===== src/hdl/drchs_pkg.sv =====
// shared types, constants and widths for the disk request to chs command block
// no dependencies; imported by every module of the block
package drchs_pkg;

    localparam int DEVICES_DEF      = 5;
    localparam int BLOCK_BYTES_DEF  = 1024;
    localparam int SECTOR_BYTES_DEF = 512;

    localparam int DEV_W      = 4;
    localparam int COUNT_W    = 16;
    localparam int WORD_W     = 32;
    localparam int HC_W       = 5;
    localparam int SPT_W      = 8;
    localparam int DONE_W     = 11;
    localparam int BYTE_W     = 8;
    localparam int CYL_KEEP_W = 10;
    localparam int HEAD_KEEP_W = 4;

    localparam int S_TDATA_W  = 120;
    localparam int S_TUSER_W  = 2;
    localparam int M_TDATA_W  = 64;
    localparam int M_TUSER_W  = 2;

    localparam int CFG_IDX_W  = 2;
    localparam int CFG_DATA_W = 8;

    // divider: 32-bit dividend, two quotient bits per cycle
    localparam int DSR_W      = 13;
    localparam int GEO_W      = 13;
    localparam int DIV_STEPS  = WORD_W / 2;
    localparam int STEP_W     = $clog2(DIV_STEPS + 1);
    localparam int HEAD_STEPS = (GEO_W + 1) / 2;

    localparam logic [1:0] MODE_LOAD  = 2'd0;
    localparam logic [1:0] MODE_READ  = 2'd1;
    localparam logic [1:0] MODE_WRITE = 2'd2;

    localparam logic [CFG_IDX_W-1:0] CFG_HEAD_COUNT = 2'd0;
    localparam logic [CFG_IDX_W-1:0] CFG_SPT        = 2'd1;
    localparam logic [CFG_IDX_W-1:0] CFG_DRIVES     = 2'd2;

    localparam logic [HC_W-1:0]  HC_RST  = 5'd4;
    localparam logic [SPT_W-1:0] SPT_RST = 8'd17;
    localparam logic             DRV_RST = 1'b1;

    localparam logic [BYTE_W-1:0] OP_READ   = 8'h15;
    localparam logic [BYTE_W-1:0] OP_WRITE  = 8'h95;
    localparam logic [BYTE_W-1:0] SIZE_CODE = 8'h02;

    typedef enum logic [1:0] {
        ST_OK      = 2'd0,
        ST_IO      = 2'd1,
        ST_INVALID = 2'd2,
        ST_END     = 2'd3
    } status_t;

    typedef enum logic [1:0] {
        DIV_BLK,
        DIV_SEC,
        DIV_CYL,
        DIV_HEAD
    } div_op_t;

    typedef struct packed {
        logic    capture;
        logic    write_entry;
        logic    div_start;
        div_op_t div_op;
        logic    first_from_a;
        logic    first_from_b;
        logic    lba_load;
        logic    cyl_load;
        logic    chs_load;
        logic    res_load;
        logic    res_ok;
        status_t res_status;
    } ctl_cmd_t;

    typedef struct packed {
        logic [1:0] mode;
        logic       dev_bad;
        logic       count_bad;
        logic       no_drive;
        logic       div_busy;
        logic       div_done;
        logic       rem_nonzero;
        logic       past_end;
    } dp_sts_t;

endpackage


===== src/hdl/drchs_div.sv =====
// iterative restoring divider, two quotient bits per cycle
// depends on drchs_pkg for widths
module drchs_div (
    input  logic                         aclk,
    input  logic                         aresetn,
    input  logic                         start,
    input  logic [drchs_pkg::WORD_W-1:0] dividend,
    input  logic [drchs_pkg::DSR_W-1:0]  divisor,
    input  logic [drchs_pkg::STEP_W-1:0] steps,
    output logic                         busy,
    output logic                         done,
    output logic [drchs_pkg::WORD_W-1:0] quotient,
    output logic [drchs_pkg::DSR_W-1:0]  remainder
);
    import drchs_pkg::*;

    logic [WORD_W-1:0] dvd_reg;
    logic [DSR_W-1:0]  rem_reg;
    logic [DSR_W-1:0]  dsr_reg;
    logic [STEP_W-1:0] cnt_reg;
    logic              busy_reg;
    logic              done_reg;

    logic [DSR_W:0]    r1;
    logic [DSR_W:0]    r1s;
    logic [DSR_W:0]    r2;
    logic [DSR_W:0]    r2s;
    logic              ge1;
    logic              ge2;
    logic [WORD_W-1:0] dvd_next;
    logic [DSR_W-1:0]  rem_next;

    always_comb begin
        r1       = {rem_reg, dvd_reg[WORD_W-1]};
        ge1      = r1 >= {1'b0, dsr_reg};
        r1s      = ge1 ? (r1 - {1'b0, dsr_reg}) : r1;
        r2       = {r1s[DSR_W-1:0], dvd_reg[WORD_W-2]};
        ge2      = r2 >= {1'b0, dsr_reg};
        r2s      = ge2 ? (r2 - {1'b0, dsr_reg}) : r2;
        dvd_next = {dvd_reg[WORD_W-3:0], ge1, ge2};
        rem_next = r2s[DSR_W-1:0];
    end

    always_ff @(posedge aclk) begin
        if (!aresetn) begin
            busy_reg <= 1'b0;
            done_reg <= 1'b0;
            cnt_reg  <= '0;
        end else begin
            done_reg <= 1'b0;
            if (start) begin
                cnt_reg  <= steps;
                busy_reg <= (steps != '0);
            end else if (busy_reg) begin
                cnt_reg <= cnt_reg - 1'b1;
                if (cnt_reg == STEP_W'(1)) begin
                    busy_reg <= 1'b0;
                    done_reg <= 1'b1;
                end
            end
        end
    end

    always_ff @(posedge aclk) begin
        if (start) begin
            dvd_reg <= dividend;
            rem_reg <= '0;
            dsr_reg <= divisor;
        end else if (busy_reg) begin
            dvd_reg <= dvd_next;
            rem_reg <= rem_next;
        end
    end

    assign busy      = busy_reg;
    assign done      = done_reg;
    assign quotient  = dvd_reg;
    assign remainder = rem_reg;

endmodule


===== src/hdl/drchs_dp.sv =====
// datapath: input capture, geometry registers, partition table, divider and result
// depends on drchs_pkg and drchs_div
module drchs_dp #(
    parameter int DEVICES      = drchs_pkg::DEVICES_DEF,
    parameter int BLOCK_BYTES  = drchs_pkg::BLOCK_BYTES_DEF,
    parameter int SECTOR_BYTES = drchs_pkg::SECTOR_BYTES_DEF
) (
    input  logic                             aclk,
    input  logic                             aresetn,
    input  logic                             cfg_wen,
    input  logic [drchs_pkg::CFG_IDX_W-1:0]  cfg_index,
    input  logic [drchs_pkg::CFG_DATA_W-1:0] cfg_wdata,
    input  logic [1:0]                       in_mode,
    input  logic [drchs_pkg::DEV_W-1:0]      in_device,
    input  logic [drchs_pkg::COUNT_W-1:0]    in_byte_count,
    input  logic [drchs_pkg::WORD_W-1:0]     in_byte_offset,
    input  logic [drchs_pkg::WORD_W-1:0]     in_entry_base,
    input  logic [drchs_pkg::WORD_W-1:0]     in_entry_size,
    input  logic                             in_old_style_part,
    input  drchs_pkg::ctl_cmd_t              cmd,
    output drchs_pkg::dp_sts_t               sts,
    output logic [1:0]                       res_status,
    output logic [drchs_pkg::DONE_W-1:0]     res_bytes_done,
    output logic [drchs_pkg::BYTE_W-1:0]     res_cmd_opcode,
    output logic [drchs_pkg::BYTE_W-1:0]     res_cmd_head_cyl_high,
    output logic [drchs_pkg::BYTE_W-1:0]     res_cmd_cyl_low,
    output logic [drchs_pkg::BYTE_W-1:0]     res_cmd_sector,
    output logic [drchs_pkg::BYTE_W-1:0]     res_cmd_size_code,
    output logic [drchs_pkg::BYTE_W-1:0]     res_cmd_sector_count
);
    import drchs_pkg::*;

    localparam int IDX_W = (DEVICES > 1) ? $clog2(DEVICES) : 1;
    localparam int BPS   = BLOCK_BYTES / SECTOR_BYTES;
    localparam logic [WORD_W-1:0] BPS_W     = WORD_W'(BPS);
    localparam logic [WORD_W-1:0] BLK_W     = WORD_W'(BLOCK_BYTES);
    localparam logic [DEV_W:0]    DEV_LIM   = (DEV_W + 1)'(DEVICES);
    localparam logic [DSR_W-1:0]  BLK_DSR   = DSR_W'(BLOCK_BYTES);
    localparam logic [DSR_W-1:0]  SEC_DSR   = DSR_W'(SECTOR_BYTES);

    // captured item
    logic [1:0]         mode_reg;
    logic [DEV_W-1:0]   dev_reg;
    logic [COUNT_W-1:0] count_reg;
    logic [WORD_W-1:0]  off_reg;
    logic [WORD_W-1:0]  ebase_reg;
    logic [WORD_W-1:0]  esize_reg;
    logic               old_reg;

    // geometry
    logic [HC_W-1:0]    hc_reg;
    logic [SPT_W-1:0]   spt_reg;
    logic               drv_reg;

    logic [WORD_W-1:0]  base_reg [DEVICES];
    logic [WORD_W-1:0]  size_reg [DEVICES];

    logic [WORD_W-1:0]      first_reg;
    logic [WORD_W-1:0]      lba_reg;
    logic [CYL_KEEP_W-1:0]  cyl_reg;
    logic [HEAD_KEEP_W-1:0] head_reg;
    logic [SPT_W-1:0]       sec_reg;

    logic [1:0]        status_reg;
    logic [DONE_W-1:0] done_bytes_reg;
    logic [BYTE_W-1:0] opcode_reg;
    logic [BYTE_W-1:0] hch_reg;
    logic [BYTE_W-1:0] cyl_low_reg;
    logic [BYTE_W-1:0] sector_reg;
    logic [BYTE_W-1:0] size_code_reg;
    logic [BYTE_W-1:0] sec_count_reg;

    logic [IDX_W-1:0]  dev_idx;
    logic              dev_bad;
    logic [WORD_W-1:0] sel_base;
    logic [WORD_W-1:0] sel_size;
    logic [WORD_W-1:0] adj_base;
    logic [WORD_W-1:0] adj_size;
    logic [HC_W-1:0]   hc_eff;
    logic [SPT_W-1:0]  spt_eff;
    logic [GEO_W-1:0]  cyl_size;

    logic [WORD_W-1:0] div_dividend;
    logic [DSR_W-1:0]  div_divisor;
    logic [STEP_W-1:0] div_steps;
    logic              div_busy;
    logic              div_done;
    logic [WORD_W-1:0] div_quot;
    logic [DSR_W-1:0]  div_rem;

    assign dev_idx  = dev_reg[IDX_W-1:0];
    assign dev_bad  = {1'b0, dev_reg} >= DEV_LIM;
    assign sel_base = dev_bad ? '0 : base_reg[dev_idx];
    assign sel_size = dev_bad ? '0 : size_reg[dev_idx];
    assign hc_eff   = (hc_reg == '0) ? HC_W'(1) : hc_reg;
    assign spt_eff  = (spt_reg == '0) ? SPT_W'(1) : spt_reg;
    assign cyl_size = GEO_W'(hc_eff) * GEO_W'(spt_eff);

    // old-style partitions start on an even sector
    always_comb begin
        adj_base = ebase_reg;
        adj_size = esize_reg;
        if (old_reg && ebase_reg[0]) begin
            adj_base = ebase_reg + 1'b1;
            adj_size = esize_reg - 1'b1;
        end
    end

    always_comb begin
        sts.mode        = mode_reg;
        sts.dev_bad     = dev_bad;
        sts.count_bad   = count_reg != BLK_W[COUNT_W-1:0] || BLK_W[WORD_W-1:COUNT_W] != '0;
        sts.no_drive    = !drv_reg;
        sts.div_busy    = div_busy;
        sts.div_done    = div_done;
        sts.rem_nonzero = div_rem != '0;
        sts.past_end    = ({1'b0, first_reg} + {1'b0, BPS_W}) > {1'b0, sel_size};
    end

    always_comb begin
        case (cmd.div_op)
            DIV_BLK: begin
                div_dividend = off_reg;
                div_divisor  = BLK_DSR;
                div_steps    = STEP_W'(DIV_STEPS);
            end
            DIV_SEC: begin
                div_dividend = off_reg;
                div_divisor  = SEC_DSR;
                div_steps    = STEP_W'(DIV_STEPS);
            end
            DIV_CYL: begin
                div_dividend = lba_reg;
                div_divisor  = DSR_W'(cyl_size);
                div_steps    = STEP_W'(DIV_STEPS);
            end
            default: begin
                div_dividend = WORD_W'({1'b0, div_rem[GEO_W-1:0]})
                               << (WORD_W - 2 * HEAD_STEPS);
                div_divisor  = DSR_W'(spt_eff);
                div_steps    = STEP_W'(HEAD_STEPS);
            end
        endcase
    end

    drchs_div u_div (
        .aclk      (aclk),
        .aresetn   (aresetn),
        .start     (cmd.div_start),
        .dividend  (div_dividend),
        .divisor   (div_divisor),
        .steps     (div_steps),
        .busy      (div_busy),
        .done      (div_done),
        .quotient  (div_quot),
        .remainder (div_rem)
    );

    always_ff @(posedge aclk) begin
        if (!aresetn) begin
            hc_reg  <= HC_RST;
            spt_reg <= SPT_RST;
            drv_reg <= DRV_RST;
            for (int i = 0; i < DEVICES; i++) begin
                base_reg[i] <= '0;
                size_reg[i] <= '0;
            end
        end else begin
            if (cfg_wen) begin
                case (cfg_index)
                    CFG_HEAD_COUNT: hc_reg  <= cfg_wdata[HC_W-1:0];
                    CFG_SPT:        spt_reg <= cfg_wdata[SPT_W-1:0];
                    CFG_DRIVES:     drv_reg <= cfg_wdata[0];
                    default: ;
                endcase
            end
            if (cmd.write_entry) begin
                base_reg[dev_idx] <= adj_base;
                size_reg[dev_idx] <= adj_size;
            end
        end
    end

    always_ff @(posedge aclk) begin
        if (cmd.capture) begin
            mode_reg  <= in_mode;
            dev_reg   <= in_device;
            count_reg <= in_byte_count;
            off_reg   <= in_byte_offset;
            ebase_reg <= in_entry_base;
            esize_reg <= in_entry_size;
            old_reg   <= in_old_style_part;
        end
        if (cmd.first_from_a) begin
            first_reg <= div_quot * BPS_W;
        end
        if (cmd.first_from_b) begin
            first_reg <= div_quot;
        end
        if (cmd.lba_load) begin
            lba_reg <= first_reg + sel_base;
        end
        if (cmd.cyl_load) begin
            cyl_reg <= div_quot[CYL_KEEP_W-1:0];
        end
        if (cmd.chs_load) begin
            head_reg <= div_quot[HEAD_KEEP_W-1:0];
            sec_reg  <= div_rem[SPT_W-1:0] + 1'b1;
        end
        if (cmd.res_load) begin
            status_reg <= cmd.res_status;
            if (cmd.res_ok) begin
                done_bytes_reg <= BLK_W[DONE_W-1:0];
                opcode_reg     <= (mode_reg == MODE_READ) ? OP_READ : OP_WRITE;
                hch_reg        <= {head_reg, 2'b00, cyl_reg[CYL_KEEP_W-1:BYTE_W]};
                cyl_low_reg    <= cyl_reg[BYTE_W-1:0];
                sector_reg     <= sec_reg;
                size_code_reg  <= SIZE_CODE;
                sec_count_reg  <= BPS_W[BYTE_W-1:0];
            end else begin
                done_bytes_reg <= '0;
                opcode_reg     <= '0;
                hch_reg        <= '0;
                cyl_low_reg    <= '0;
                sector_reg     <= '0;
                size_code_reg  <= '0;
                sec_count_reg  <= '0;
            end
        end
    end

    assign res_status            = status_reg;
    assign res_bytes_done        = done_bytes_reg;
    assign res_cmd_opcode        = opcode_reg;
    assign res_cmd_head_cyl_high = hch_reg;
    assign res_cmd_cyl_low       = cyl_low_reg;
    assign res_cmd_sector        = sector_reg;
    assign res_cmd_size_code     = size_code_reg;
    assign res_cmd_sector_count  = sec_count_reg;

endmodule


===== src/hdl/drchs_ctrl.sv =====
// controller: request checks in order and sequencing of the divisions
// depends on drchs_pkg; drives the datapath through ctl_cmd_t
module drchs_ctrl #(
    parameter int BLOCK_BYTES  = drchs_pkg::BLOCK_BYTES_DEF,
    parameter int SECTOR_BYTES = drchs_pkg::SECTOR_BYTES_DEF
) (
    input  logic                aclk,
    input  logic                aresetn,
    input  logic                s_tvalid,
    output logic                s_tready,
    output logic                m_tvalid,
    input  logic                m_tready,
    input  drchs_pkg::dp_sts_t  sts,
    output drchs_pkg::ctl_cmd_t cmd
);
    import drchs_pkg::*;

    localparam bit BLOCK_MULT = (BLOCK_BYTES % SECTOR_BYTES) == 0;

    typedef enum logic [3:0] {
        S_IDLE,
        S_CHECK,
        S_DIV_A,
        S_DIV_B,
        S_RANGE,
        S_START_C,
        S_DIV_C,
        S_DIV_D,
        S_FINISH
    } state_t;

    state_t  state_reg, state_next;
    status_t status_reg, status_next;
    logic    ok_reg, ok_next;
    logic    tvalid_reg, tvalid_next;

    always_comb begin
        state_next  = state_reg;
        status_next = status_reg;
        ok_next     = ok_reg;
        tvalid_next = tvalid_reg;
        cmd         = '0;
        cmd.div_op     = DIV_BLK;
        cmd.res_ok     = ok_reg;
        cmd.res_status = status_reg;
        s_tready    = 1'b0;

        if (tvalid_reg && m_tready) begin
            tvalid_next = 1'b0;
        end

        unique case (state_reg)
            S_IDLE: begin
                s_tready = 1'b1;
                if (s_tvalid) begin
                    cmd.capture = 1'b1;
                    state_next  = S_CHECK;
                end
            end
            S_CHECK: begin
                ok_next    = 1'b0;
                state_next = S_FINISH;
                unique case (sts.mode)
                    MODE_LOAD: begin
                        if (sts.dev_bad) begin
                            status_next = ST_IO;
                        end else begin
                            cmd.write_entry = 1'b1;
                            status_next     = ST_OK;
                        end
                    end
                    MODE_READ, MODE_WRITE: begin
                        if (sts.dev_bad) begin
                            status_next = ST_IO;
                        end else if (sts.count_bad) begin
                            status_next = ST_INVALID;
                        end else if (sts.no_drive) begin
                            status_next = ST_IO;
                        end else begin
                            cmd.div_start = 1'b1;
                            cmd.div_op    = DIV_BLK;
                            state_next    = S_DIV_A;
                        end
                    end
                    default: begin
                        status_next = ST_INVALID;
                    end
                endcase
            end
            S_DIV_A: begin
                if (sts.div_done) begin
                    if (sts.rem_nonzero) begin
                        status_next = ST_INVALID;
                        state_next  = S_FINISH;
                    end else if (BLOCK_MULT) begin
                        cmd.first_from_a = 1'b1;
                        state_next       = S_RANGE;
                    end else begin
                        cmd.div_start = 1'b1;
                        cmd.div_op    = DIV_SEC;
                        state_next    = S_DIV_B;
                    end
                end
            end
            S_DIV_B: begin
                cmd.div_op = DIV_SEC;
                if (sts.div_done) begin
                    cmd.first_from_b = 1'b1;
                    state_next       = S_RANGE;
                end
            end
            S_RANGE: begin
                if (sts.past_end) begin
                    status_next = ST_END;
                    state_next  = S_FINISH;
                end else begin
                    cmd.lba_load = 1'b1;
                    state_next   = S_START_C;
                end
            end
            S_START_C: begin
                cmd.div_start = 1'b1;
                cmd.div_op    = DIV_CYL;
                state_next    = S_DIV_C;
            end
            S_DIV_C: begin
                cmd.div_op = DIV_CYL;
                if (sts.div_done) begin
                    cmd.cyl_load  = 1'b1;
                    cmd.div_start = 1'b1;
                    cmd.div_op    = DIV_HEAD;
                    state_next    = S_DIV_D;
                end
            end
            S_DIV_D: begin
                cmd.div_op = DIV_HEAD;
                if (sts.div_done) begin
                    cmd.chs_load = 1'b1;
                    status_next  = ST_OK;
                    ok_next      = 1'b1;
                    state_next   = S_FINISH;
                end
            end
            S_FINISH: begin
                if (!tvalid_reg || m_tready) begin
                    cmd.res_load = 1'b1;
                    tvalid_next  = 1'b1;
                    state_next   = S_IDLE;
                end
            end
            default: begin
                state_next = S_IDLE;
            end
        endcase
    end

    always_ff @(posedge aclk) begin
        if (!aresetn) begin
            state_reg  <= S_IDLE;
            status_reg <= ST_OK;
            ok_reg     <= 1'b0;
            tvalid_reg <= 1'b0;
        end else begin
            state_reg  <= state_next;
            status_reg <= status_next;
            ok_reg     <= ok_next;
            tvalid_reg <= tvalid_next;
        end
    end

    assign m_tvalid = tvalid_reg;

endmodule


===== src/hdl/disk_request_to_chs_command.sv =====
// top level of the disk request to chs command block
// depends on drchs_pkg, drchs_ctrl, drchs_dp and drchs_div
//
// s_ channel: one beat per item; s_tuser carries the mode (load entry, read, write)
// m_ channel: one result beat per input beat, status on m_tuser, command bytes on m_tdata
// cfg_ channel: register writes (head count, sectors per track, drives present),
//   always ready, to be used only while no item is in flight
// one item is worked on at a time; s_tready is high only when the controller is idle
// path from input beat to result beat:
//   load items and requests that fail the early checks: capture, checks, result
//   unaligned offset: ends after the block division; past the end: after the range check
//   accepted request: two full passes (block, cylinder) and one short pass (head)
//   of the two-bit-per-cycle divider; one more pass, by the sector size, when the block
//   size is not a whole number of sectors
// a finished result sits in the output register until taken; the next item can be
// accepted meanwhile, and its own result waits for that register to empty
// reset clears the partition table, loads the default geometry and drops m_tvalid
module disk_request_to_chs_command #(
    parameter int DEVICES      = drchs_pkg::DEVICES_DEF,
    parameter int BLOCK_BYTES  = drchs_pkg::BLOCK_BYTES_DEF,
    parameter int SECTOR_BYTES = drchs_pkg::SECTOR_BYTES_DEF
) (
    input  logic                             aclk,
    input  logic                             aresetn,
    input  logic                             cfg_valid,
    output logic                             cfg_ready,
    input  logic [drchs_pkg::CFG_IDX_W-1:0]  cfg_index,
    input  logic [drchs_pkg::CFG_DATA_W-1:0] cfg_wdata,
    input  logic                             s_tvalid,
    output logic                             s_tready,
    // device, byte_count, byte_offset, entry_base, entry_size, old_style_part, zero pad
    input  logic [drchs_pkg::S_TDATA_W-1:0]  s_tdata,
    // mode
    input  logic [drchs_pkg::S_TUSER_W-1:0]  s_tuser,
    output logic                             m_tvalid,
    input  logic                             m_tready,
    // bytes_done, cmd_opcode, cmd_head_cyl_high, cmd_cyl_low, cmd_sector,
    // cmd_size_code, cmd_sector_count, zero pad
    output logic [drchs_pkg::M_TDATA_W-1:0]  m_tdata,
    // status
    output logic [drchs_pkg::M_TUSER_W-1:0]  m_tuser
);
    import drchs_pkg::*;

    ctl_cmd_t ctl_cmd;
    dp_sts_t  dp_sts;

    logic [1:0]        res_status;
    logic [DONE_W-1:0] res_bytes_done;
    logic [BYTE_W-1:0] res_cmd_opcode;
    logic [BYTE_W-1:0] res_cmd_head_cyl_high;
    logic [BYTE_W-1:0] res_cmd_cyl_low;
    logic [BYTE_W-1:0] res_cmd_sector;
    logic [BYTE_W-1:0] res_cmd_size_code;
    logic [BYTE_W-1:0] res_cmd_sector_count;

    assign cfg_ready = 1'b1;

    drchs_ctrl #(
        .BLOCK_BYTES  (BLOCK_BYTES),
        .SECTOR_BYTES (SECTOR_BYTES)
    ) u_ctrl (
        .aclk     (aclk),
        .aresetn  (aresetn),
        .s_tvalid (s_tvalid),
        .s_tready (s_tready),
        .m_tvalid (m_tvalid),
        .m_tready (m_tready),
        .sts      (dp_sts),
        .cmd      (ctl_cmd)
    );

    drchs_dp #(
        .DEVICES      (DEVICES),
        .BLOCK_BYTES  (BLOCK_BYTES),
        .SECTOR_BYTES (SECTOR_BYTES)
    ) u_dp (
        .aclk                  (aclk),
        .aresetn               (aresetn),
        .cfg_wen               (cfg_valid & cfg_ready),
        .cfg_index             (cfg_index),
        .cfg_wdata             (cfg_wdata),
        .in_mode               (s_tuser[1:0]),
        .in_device             (s_tdata[3:0]),
        .in_byte_count         (s_tdata[19:4]),
        .in_byte_offset        (s_tdata[51:20]),
        .in_entry_base         (s_tdata[83:52]),
        .in_entry_size         (s_tdata[115:84]),
        .in_old_style_part     (s_tdata[116]),
        .cmd                   (ctl_cmd),
        .sts                   (dp_sts),
        .res_status            (res_status),
        .res_bytes_done        (res_bytes_done),
        .res_cmd_opcode        (res_cmd_opcode),
        .res_cmd_head_cyl_high (res_cmd_head_cyl_high),
        .res_cmd_cyl_low       (res_cmd_cyl_low),
        .res_cmd_sector        (res_cmd_sector),
        .res_cmd_size_code     (res_cmd_size_code),
        .res_cmd_sector_count  (res_cmd_sector_count)
    );

    assign m_tuser = res_status;
    assign m_tdata = {5'b0, res_cmd_sector_count, res_cmd_size_code, res_cmd_sector,
                      res_cmd_cyl_low, res_cmd_head_cyl_high, res_cmd_opcode,
                      res_bytes_done};

    // a new beat is never taken while the divider still works on the last one
    a_accept_div_idle: assert property (@(posedge aclk) disable iff (!aresetn)
        (s_tvalid && s_tready) |-> !dp_sts.div_busy)
        else $error("input beat accepted while divider busy");

    // the divider is only started when free
    a_start_div_idle: assert property (@(posedge aclk) disable iff (!aresetn)
        ctl_cmd.div_start |-> !dp_sts.div_busy)
        else $error("divider started while busy");

    // the result register is only loaded when its beat has gone or is leaving
    a_res_slot_free: assert property (@(posedge aclk) disable iff (!aresetn)
        ctl_cmd.res_load |-> (!m_tvalid || m_tready))
        else $error("result overwritten before it was taken");

    // a table entry is only written for a device that exists
    a_entry_in_range: assert property (@(posedge aclk) disable iff (!aresetn)
        ctl_cmd.write_entry |-> !dp_sts.dev_bad)
        else $error("partition entry written for missing device");

endmodule


===== config.mk =====
export PLATFORM = sky130hd
export DESIGN_NAME = disk_request_to_chs_command
export DESIGN_NICKNAME = d
export VERILOG_FILES = /design/src/hdl/drchs_pkg.sv /design/src/hdl/drchs_div.sv /design/src/hdl/drchs_dp.sv /design/src/hdl/drchs_ctrl.sv /design/src/hdl/disk_request_to_chs_command.sv
export SDC_FILE = /design/constraint.sdc
export NUM_CORES = 1
export LEC_CHECK = 0
export BUFFER_PORTS_ARGS = -buffer_cell sky130_fd_sc_hd__buf_4
export CAP_MARGIN = 20
export CORE_AREA = 4 4 281 283
export CTS_CLUSTER_SIZE = 25
export DETAILED_ROUTE_END_ITERATION = 6
export DIE_AREA = 0 0 285 287
export GPL_TIMING_DRIVEN = 0
export HOLD_SLACK_MARGIN = 0.1
export PLACE_DENSITY = 0.67
export SYNTH_ARGS = -nofsm -noshare
export SYNTH_HDL_FRONTEND = slang
export SYNTH_SLANG_ARGS = --single-unit

===== constraint.sdc =====
create_clock -name aclk -period 6.1 [get_ports aclk]
set_input_delay 0.305 -clock aclk [delete_from_list [all_inputs] [get_ports aclk]]
set_output_delay 0.305 -clock aclk [all_outputs]
set_load 0.02 [all_outputs]

==> results of run 1 <==
[cell families after synthesis]
| logic type | synth area share |
|---|---|
| other cells | 0.000190 |
| mux | 0.104 |
| buf+inv | 0.0343 |
| compound gates | 0.0552 |
| fa+ha+maj | 0.0486 |
| flops | 0.622 |
| simple gates | 0.102 |
| xor+xnor | 0.0341 |
[routing by layer]
layer	routed length, um	global-route usage
met1	39900	0.312
met3	5660	0.0305
met4	3140	0.0809
met2	52400	0.446
met5	0	0
[cells in the mapped netlist (6+ instances only)]
cell type  number  area, um2
nor2b_1        25        156
ha_1          120       1500
and4_1          7       61.3
nor2_1        469       1760
a22oi_1        17        128
o211ai_1        8       60.1
buf_4          40        300
buf_1          25       93.8
and2_1         51        319
nand2_1       166        623
mux2i_1        47        470
xor2_1         59        517
nor3_2          6       60.1
edfxtp_1      789      23700
a21o_1         39        293
inv_1         141        529
dfxtp_1        45        901
a211oi_1        6       45.0
and3_1         21        131
nand3_1        42        210
a21boi_0        7       52.6
or3_1          12       75.1
nand4_1        23        144
nor4_1         13       81.3
nor3_1         20        100
a21oi_1        73        365
nor4b_1         7       61.3
xnor2_1        95        832
clkbuf_1       96        360
o21ai_1         6       30.0
nand2b_1       12       75.1
fa_1           21        420
a31oi_1        14       87.6
mux2_2         65        732
mux4_2        128       2880
o21bai_1       10       75.1
o21ai_0        62        310
o21a_1         10       75.1
o31ai_1         6       45.0
a221oi_1       23        201
[final cells by class]
type,count,area share
sequential,834,0.517
timing repair buffer,310,0.0602
inverter,143,0.0114
clock buffer,110,0.0494
buffer,170,0.0174
multi-input combinational,1983,0.306
clock inverter,49,0.0115
tap,1040,0.0274
[per-stage QoR]
stage               setup TNS, ns  hold WS (ns)
floorplan                       0         0.404
global placement          -130.14         0.429
detailed placement              0         0.431
CTS                             0         0.117
global route                    0         0.170
finish                          0         0.156
[power groups by stage]
stage / Combinational (mW) / Sequential (mW) / Clock [mW]
after floorplan: 1.12 / 6.81 / 0
after global placement: 1.63 / 6.84 / 0
after detailed placement: 1.68 / 6.83 / 0
after CTS: 1.76 / 6.71 / 5.44
after global routing: 1.91 / 6.74 / 5.68
final: 1.76 / 6.71 / 5.35
[worst reg2reg max path, cell delays in order, from the launching register on]
cell and delay (ns):
edfxtp_1 0.45, inv_1 0.11, ha_1 0.16, inv_1 0.05, fa_1 0.44, a211oi_2 0.30, o21ai_2 0.16, a31oi_2 0.24
a21oi_2 0.11, or2_1 0.23, buf_6 0.14, dlygate4sd1_1 0.39, nand2_1 0.14, o21ai_0 0.11, ha_1 0.35, nand2_1 0.08
nand2_1 0.05, a21o_1 0.21, a21oi_1 0.49, a211oi_1 0.22, a2111oi_4 0.53, and2_4 0.26, buf_6 0.16, a21oi_1 0.09
[worst paths after layout]
path                                              start                      to  cells past startpoint
worst max-delay path            u_dp.u_div.quotient[31]  u_dp.u_div.quotient[0]                     23
worst min-delay path                       cfg_index[0]          u_dp.hc_reg[2]                      4
worst max register to register  u_dp.u_div.quotient[31]  u_dp.u_div.quotient[0]                     23
worst min register to register     u_ctrl.status_reg[0]      u_dp.res_status[0]                      0
[what timing repair did]
action / CTS / global route
hold endpoints to repair: 138 / 0
hold buffers: 130 / 0
resized for setup: 0 / 8
endpoints found under the setup margin: 0 / 20
[placed cells by master, fill, tap and decap left out, types with 10 or more instances in the layout]
master / netlist / routed
a21oi_1: 73 / 72
mux2_2: 65 / 65
and3_1: 21 / 20
ha_1: 120 / 120
buf_1: 25 / 22
conb_1: 2 / 228
dfxtp_1: 45 / 45
clkinv_2: 0 / 13
nand4_1: 23 / 23
o21a_1: 10 / 10
nand2b_1: 12 / 12
dlygate4sd3_1: 0 / 130
o21ai_0: 62 / 62
nor2b_1: 25 / 25
fa_1: 21 / 21
or3_1: 12 / 12
nor4_1: 13 / 13
edfxtp_1: 789 / 789
inv_1: 141 / 140
a31oi_1: 14 / 14
a221oi_1: 23 / 23
mux4_2: 128 / 128
xnor2_1: 95 / 95
nand2_1: 166 / 161
and2_1: 51 / 51
nand3_1: 42 / 42
clkbuf_1: 96 / 113
a21o_1: 39 / 39
a22oi_1: 17 / 17
bufinv_16: 0 / 10
clkinv_1: 0 / 19
nor3_1: 20 / 20
xor2_1: 59 / 59
buf_4: 40 / 205
o21bai_1: 10 / 10
mux2i_1: 47 / 47
nor2_1: 469 / 469
clkbuf_16: 0 / 90
==> PnR_summary.wiki, run 1 <==
{| class="wikitable"
! Metric !! Value
|-
| Buffers plus inverters on the worst setup path || 5
|-
| Post-DP HPWL || 71900 um
|-
| Primary flip-flop cell chosen by synthesis mapping || edfxtp_1
|-
| Core Util, Final || 0.620
|-
| Crit path cell chain || inv_1 -> ha_1 -> inv_1 -> fa_1 -> a211oi_2 -> o21ai_2 -> a31oi_2 -> a21oi_2 -> or2_1 -> buf_6 -> dlygate4sd1_1 -> nand2_1 -> o21ai_0 -> ha_1 -> nand2_1 -> nand2_1 -> a21o_1 -> a21oi_1 -> a211oi_1 -> a2111oi_4 -> and2_4 -> buf_6 -> a21oi_1
|-
| Unrepaired setup endpoints after global routing || false
|-
| Share of synthesized registers carrying an async set or reset || 0
|-
| Crit path capture type || register
|-
| WP data required || roughly 6.5 ns
|-
| Clock tree from TritonCTS || done
|-
| EDFF count, synth || 789
|-
| CP max FO || 10
|-
| Startpoint type of the worst setup path || register
|-
| Post-DR vias/cell || roughly 5.5
|-
| Synthesized flop and latch total || between 800 and 900
|-
| Total instance count after detailed placement || 4346
|-
| H-Tree Depth || 3
|-
| Maximum buffer depth of the clock tree || 3
|-
| Static Leak || 18.4 nW
|-
| Headroom to the max-slew limit || 0.303
|-
| CTS clock-pin slew for the worst setup and hold paths || about 0.060 ns
|-
| Final-report max-slew violation count || 0
|-
| Grt total ovfl || 0
|-
| Site row count || 102
|-
| DRC violation count after routing || 0
|-
| Slew at the pin closest to its max-slew limit || 1.05 ns
|-
| Post-Place Cell Area || 0.0433 mm2
|-
| Routed WL per cell || 21.8 um
|-
| Standard cell with the maximum stage delay on the critical path || a2111oi_4
|-
| Status || complete, no violations
|-
| Share of total power in the clock network || 0.387
|-
| Global-route total usage across every layer || 0.247
|-
| Final wirelength || 101000 um
|-
| RePlAce Congestion || 0.902
|-
| Die area || 0.0818 mm2
|-
| Comb power frac || 0.127
|-
| Count of buffers added by post-CTS timing repair for setup || 0
|-
| Root Driver || clkbuf_16
|-
| Synthesis warning total || 0
|-
| 1st-pass router iterations || 5
|-
| Clock net sink count || 834
|-
| Die span in y || ~290 um
|-
| Post-layout instance area || 0.0476 mm2
|-
| Core region area || 0.0767 mm2
|-
| Post-synthesis sequential area ratio || 0.622
|-
| Classification of the worst-slack hold path || in2reg
|-
| Count of input and output buffers || 165
|-
| Final Setup Violations || 0
|-
| DRC marker count from the first detailed-route iteration || roughly 2100
|-
| Global-route wire length before repair || approximately 150000 um
|-
| Number of library cell types mapped by synthesis || 82
|-
| Area grow syn2layout || 20.2%
|-
| Internal Power || 10.5 mW
|-
| Largest clock skew in the final design || 0.0313 ns
|-
| Post-route ant nets || 0
|-
| Synthesized instance count || 2904
|-
| TritonCTS Buffers || 87
|-
| Clock insertion delay at the later pin of the skew report || 0.64 ns
|-
| Worst R2R Setup Slack || 0.35 ns
|-
| Effective utilization at floorplan || 0.516
|-
| Maximum operating frequency || approximately 170 MHz
|-
| Min setup slack post-route || 0.349 ns
|-
| Cell area after technology mapping || slightly below 0.04 mm2
|-
| Final critical-path share of the clock period || 0.943
|-
| Io pins || 206
|-
| Avg Inst Size Synth || 13.6 um2
|-
| Max IR drop VDD || 0.000190 V
|-
| Sequential fraction of design power || 0.485
|-
| Maxcap violations || 0
|-
| Diode insertion count for antenna repair || 0
|-
| Total area of sequential cells || 0.0246 mm2
|-
| Power consumption || 13.8 mW
|-
| Arrival time at the worst endpoint || 6.10 ns
|-
| Area of the multi-input gates || ~0.015 mm2
|-
| Most common cell type on the critical path || nand2_1
|-
| Post-layout net count || 3807
|-
| Clock period minus worst slack || 5.75 ns
|-
| Final-layout fill cell count || about 5900
|-
| Share of final-layout standard cells stronger than drive strength 1 || 0.162
|-
| Final instance count without filler cells || 4639
|-
| Via count || 25300
|-
| Worst slack at placement || 0.0496 ns
|-
| Via count of the first global-routing pass || 26266
|-
| Switching power summed over all nets || 3.32 mW
|-
| Delay of the slowest cell on the worst path || 0.53 ns
|-
| Number of antenna violations at the first check in global routing || 0
|-
| Setup Crit Path Kind || reg2reg
|-
| Switching Share || 0.240
|-
| Hold violation count in the final report || 0
|-
| Largest delay share family, worst path || compound AO/OA/AOI/OAI gates
|-
| Pin count of the biggest net entering global routing || 67
|-
| Width of the chip || 285 um
|-
| PwrDens || 291 mW/mm2
|}
(Power assumes the default switching activity.)
==> run 2: changes to the inputs <==
==> constraint.sdc (replaced) <==
create_clock -name aclk -period 7 [get_ports aclk]
set_input_delay 0.35 -clock aclk [delete_from_list [all_inputs] [get_ports aclk]]
set_output_delay 0.35 -clock aclk [all_outputs]
set_load 0.02 [all_outputs]
==> run 2 against run 1 <==
Effect of this change: the run now ends with design-rule violations left; hold slack got worse by 0.026 ns; count of clock-buffer cells in the layout unchanged; sequential power decreased by 13%; routed wire length about the same; cell count about the same; sequential share of layout area about the same; die area unchanged; setup slack improved by 0.53 ns; utilization about the same; fmax decreased by 6.1%; critical endpoint is now u_dp.lba_reg[29]; largest power group unchanged.
==> PnR_summary.wiki, run 2 (synthesis results as in run 1) <==
{| class="wikitable"
! Metric !! Value
|-
| Final instance count without filler cells || 4637
|-
| Post-layout net count || 3805
|-
| Min setup slack post-route || between 0.8 and 0.9 ns
|-
| Post-DR vias/cell || about 5.5
|-
| Power consumption || approximately 12 mW
|-
| Startpoint type of the worst setup path || register
|-
| Switching Share || 0.240
|-
| Via count of the first global-routing pass || 26260
|-
| Final-report max-slew violation count || 0
|-
| Number of antenna violations at the first check in global routing || 0
|-
| Final-layout fill cell count || 5903
|-
| Clock insertion delay at the later pin of the skew report || ~0.64 ns
|-
| Setup Crit Path Kind || reg2reg
|-
| Io pins || between 200 and 250
|-
| H-Tree Depth || 3
|-
| Die span in y || around 290 um
|-
| Classification of the worst-slack hold path || in2reg
|-
| Pin count of the biggest net entering global routing || 67
|-
| Most common cell after layout, fill and taps aside || edfxtp_1
|-
| Site row count || 102
|-
| Total instance count after detailed placement || 4346
|-
| Root Driver || clkbuf_16
|-
| Crit path cell chain || clkbuf_1 -> buf_1 -> buf_1 -> mux4_2 -> mux2i_1 -> nor2_1 -> ha_1 -> clkbuf_1 -> inv_1 -> nor3_1 -> nand2_1 -> o21ai_1 -> nor4_1 -> o31ai_1 -> a21bo_2 -> a21oi_1 -> xnor2_1
|-
| RePlAce Congestion || 0.902
|-
| Largest delay share family, worst path || buffers and inverters
|-
| CTS clock-pin slew for the worst setup and hold paths || approximately 0.060 ns
|-
| Buffers plus inverters on the worst setup path || 5
|-
| Via count || 25342
|-
| Hold violation count in the final report || 0
|-
| Delay of the slowest cell on the worst path || 0.97 ns
|-
| Final Setup Violations || 0
|-
| Global-route wire length before repair || 154000 um
|-
| Maximum operating frequency || 163 MHz
|-
| Max IR drop VDD || 0.000166 V
|-
| Share of total power in the clock network || 0.387
|-
| Count of input and output buffers || 165
|-
| Area grow syn2layout || 20.1%
|-
| Unrepaired setup endpoints after global routing || false
|-
| Status || finished, violations left
|-
| TritonCTS Buffers || 87
|-
| Maximum buffer depth of the clock tree || 3
|-
| Clock net sink count || 834
|-
| Crit path depth || 17
|-
| Maxcap violations || 0
|-
| Diode insertion count for antenna repair || 0
|-
| Width of the chip || 285 um
|-
| Post-DP HPWL || ~72000 um
|-
| Internal Power || 9.16 mW
|-
| PwrDens || between 200 and 300 mW/mm2
|-
| Clock tree from TritonCTS || done
|-
| Headroom to the max-slew limit || 0.225
|-
| Gates resized, CTS repair || 0
|-
| WP data required || 7.39 ns
|-
| Clock period minus worst slack || 6.12 ns
|-
| DRC violation count after routing || 2
|-
| Switching power summed over all nets || around 2.9 mW
|-
| CP max FO || 10
|-
| Violations in the final reports || design-rule violations
|-
| Die area || 0.0818 mm2
|-
| Final critical-path share of the clock period || 0.875
|-
| Effective utilization at floorplan || 0.516
|-
| Largest clock skew in the final design || 0.0320 ns
|-
| Slew at the pin closest to its max-slew limit || 1.15 ns
|-
| Comb power frac || 0.127
|-
| Routed WL per cell || 21.8 um
|-
| Post-route ant nets || 0
|-
| Arrival time at the worst endpoint || 6.51 ns
|-
| Final wirelength || 101000 um
|-
| Share of final-layout standard cells stronger than drive strength 1 || 0.160
|-
| 1st-pass router iterations || 7
|-
| Worst slack at placement || ~0.95 ns
|-
| Destination of the critical timing path || u_dp.lba_reg[29]
|-
| Global-route total usage across every layer || 0.247
|-
| Top library cells by usage in the layout, fill and taps aside || edfxtp_1, nor2_1, conb_1
|-
| Grt total ovfl || 0
|-
| Core region area || 0.0767 mm2
|-
| Standard cell with the maximum stage delay on the critical path || o31ai_1
|-
| Reg2Reg Depth || 17
|-
| Static Leak || 18.4 nW
|-
| DRC marker count from the first detailed-route iteration || 2181
|-
| Worst R2R Setup Slack || 0.88 ns
|-
| Sequential fraction of design power || 0.486
|-
| Critical register-to-register path endpoint || u_dp.lba_reg[29]
|-
| Crit path capture type || register
|}
[run 2: power by group through the flow]
stage                     clock network [mW]  logic, mW  registers (mW)
after global routing                    4.95       1.66            5.87
final                                   4.67       1.53            5.85
after detailed placement                   0       1.46            5.96
after CTS                               4.74       1.53            5.85
after floorplan                            0      0.980            5.93
after global placement                     0       1.42            5.96
[run 2: metrics by stage]
| step | TNS, ns | area [um2] | utilization | hold slack [ns] |
|---|---|---|---|---|
| after floorplan | 0 | 40400 | - | 0.409 |
| final | 0 | 47500 | 0.620 | 0.130 |
| after CTS | 0 | 47500 | 0.619 | 0.102 |
| after global placement | -0.894 | 42900 | 0.560 | 0.429 |
| after detailed placement | 0 | 43300 | 0.564 | 0.431 |
| after global routing | 0 | 47500 | 0.620 | 0.142 |
[run 2: worst min-delay path by stage]
stage / startpoint / end / cells past startpoint
3_3_place_gp: u_ctrl.status_reg[0] / u_dp.res_status[0] / 0
2_1_floorplan: u_ctrl.status_reg[0] / u_dp.res_status[0] / 0
3_5_place_dp: u_ctrl.status_reg[1] / u_dp.res_status[1] / 0
4_1_cts: cfg_index[0] / u_dp.drv_reg / 4
5_1_grt: cfg_index[0] / u_dp.drv_reg / 4
6_report: cfg_index[0] / u_dp.drv_reg / 4
[run 2: timing repair]
action | 4_1_cts | 5_1_grt
hold endpoints to repair | 137 | 0
hold buffers | 128 | 0
buffers inserted | 0 | 0
[run 2: cell type report]
| cell class | count | area, um2 | area share |
|---|---|---|---|
| Sequential cell | 834 | 24600 | 0.518 |
| Multi-Input combinational cell | 1983 | 14500 | 0.306 |
| Tap cell | 1040 | 1300 | 0.0274 |
| Buffer | 170 | 822 | 0.0173 |
| Clock buffer | 110 | 2350 | 0.0494 |
| Timing Repair Buffer | 308 | 2840 | 0.0598 |
| Clock inverter | 49 | 548 | 0.0115 |
| Inverter | 143 | 542 | 0.0114 |
[run 2: per-layer routing]
layer / vias up / share of wire / GRT usage
li1: 11680 / - / -
met1: 12684 / 0.40 / 0.312
met2: 809 / 0.52 / 0.446
met3: 169 / 0.053 / 0.0305
met4: 0 / 0.031 / 0.0807
met5: - / 0 / 0
[run 2: tightest hold or removal path, cell delays in order]
cell and delay (ns):
buf_4 0.09, nand3b_1 0.13, mux2i_1 0.08, nand2_1 0.06
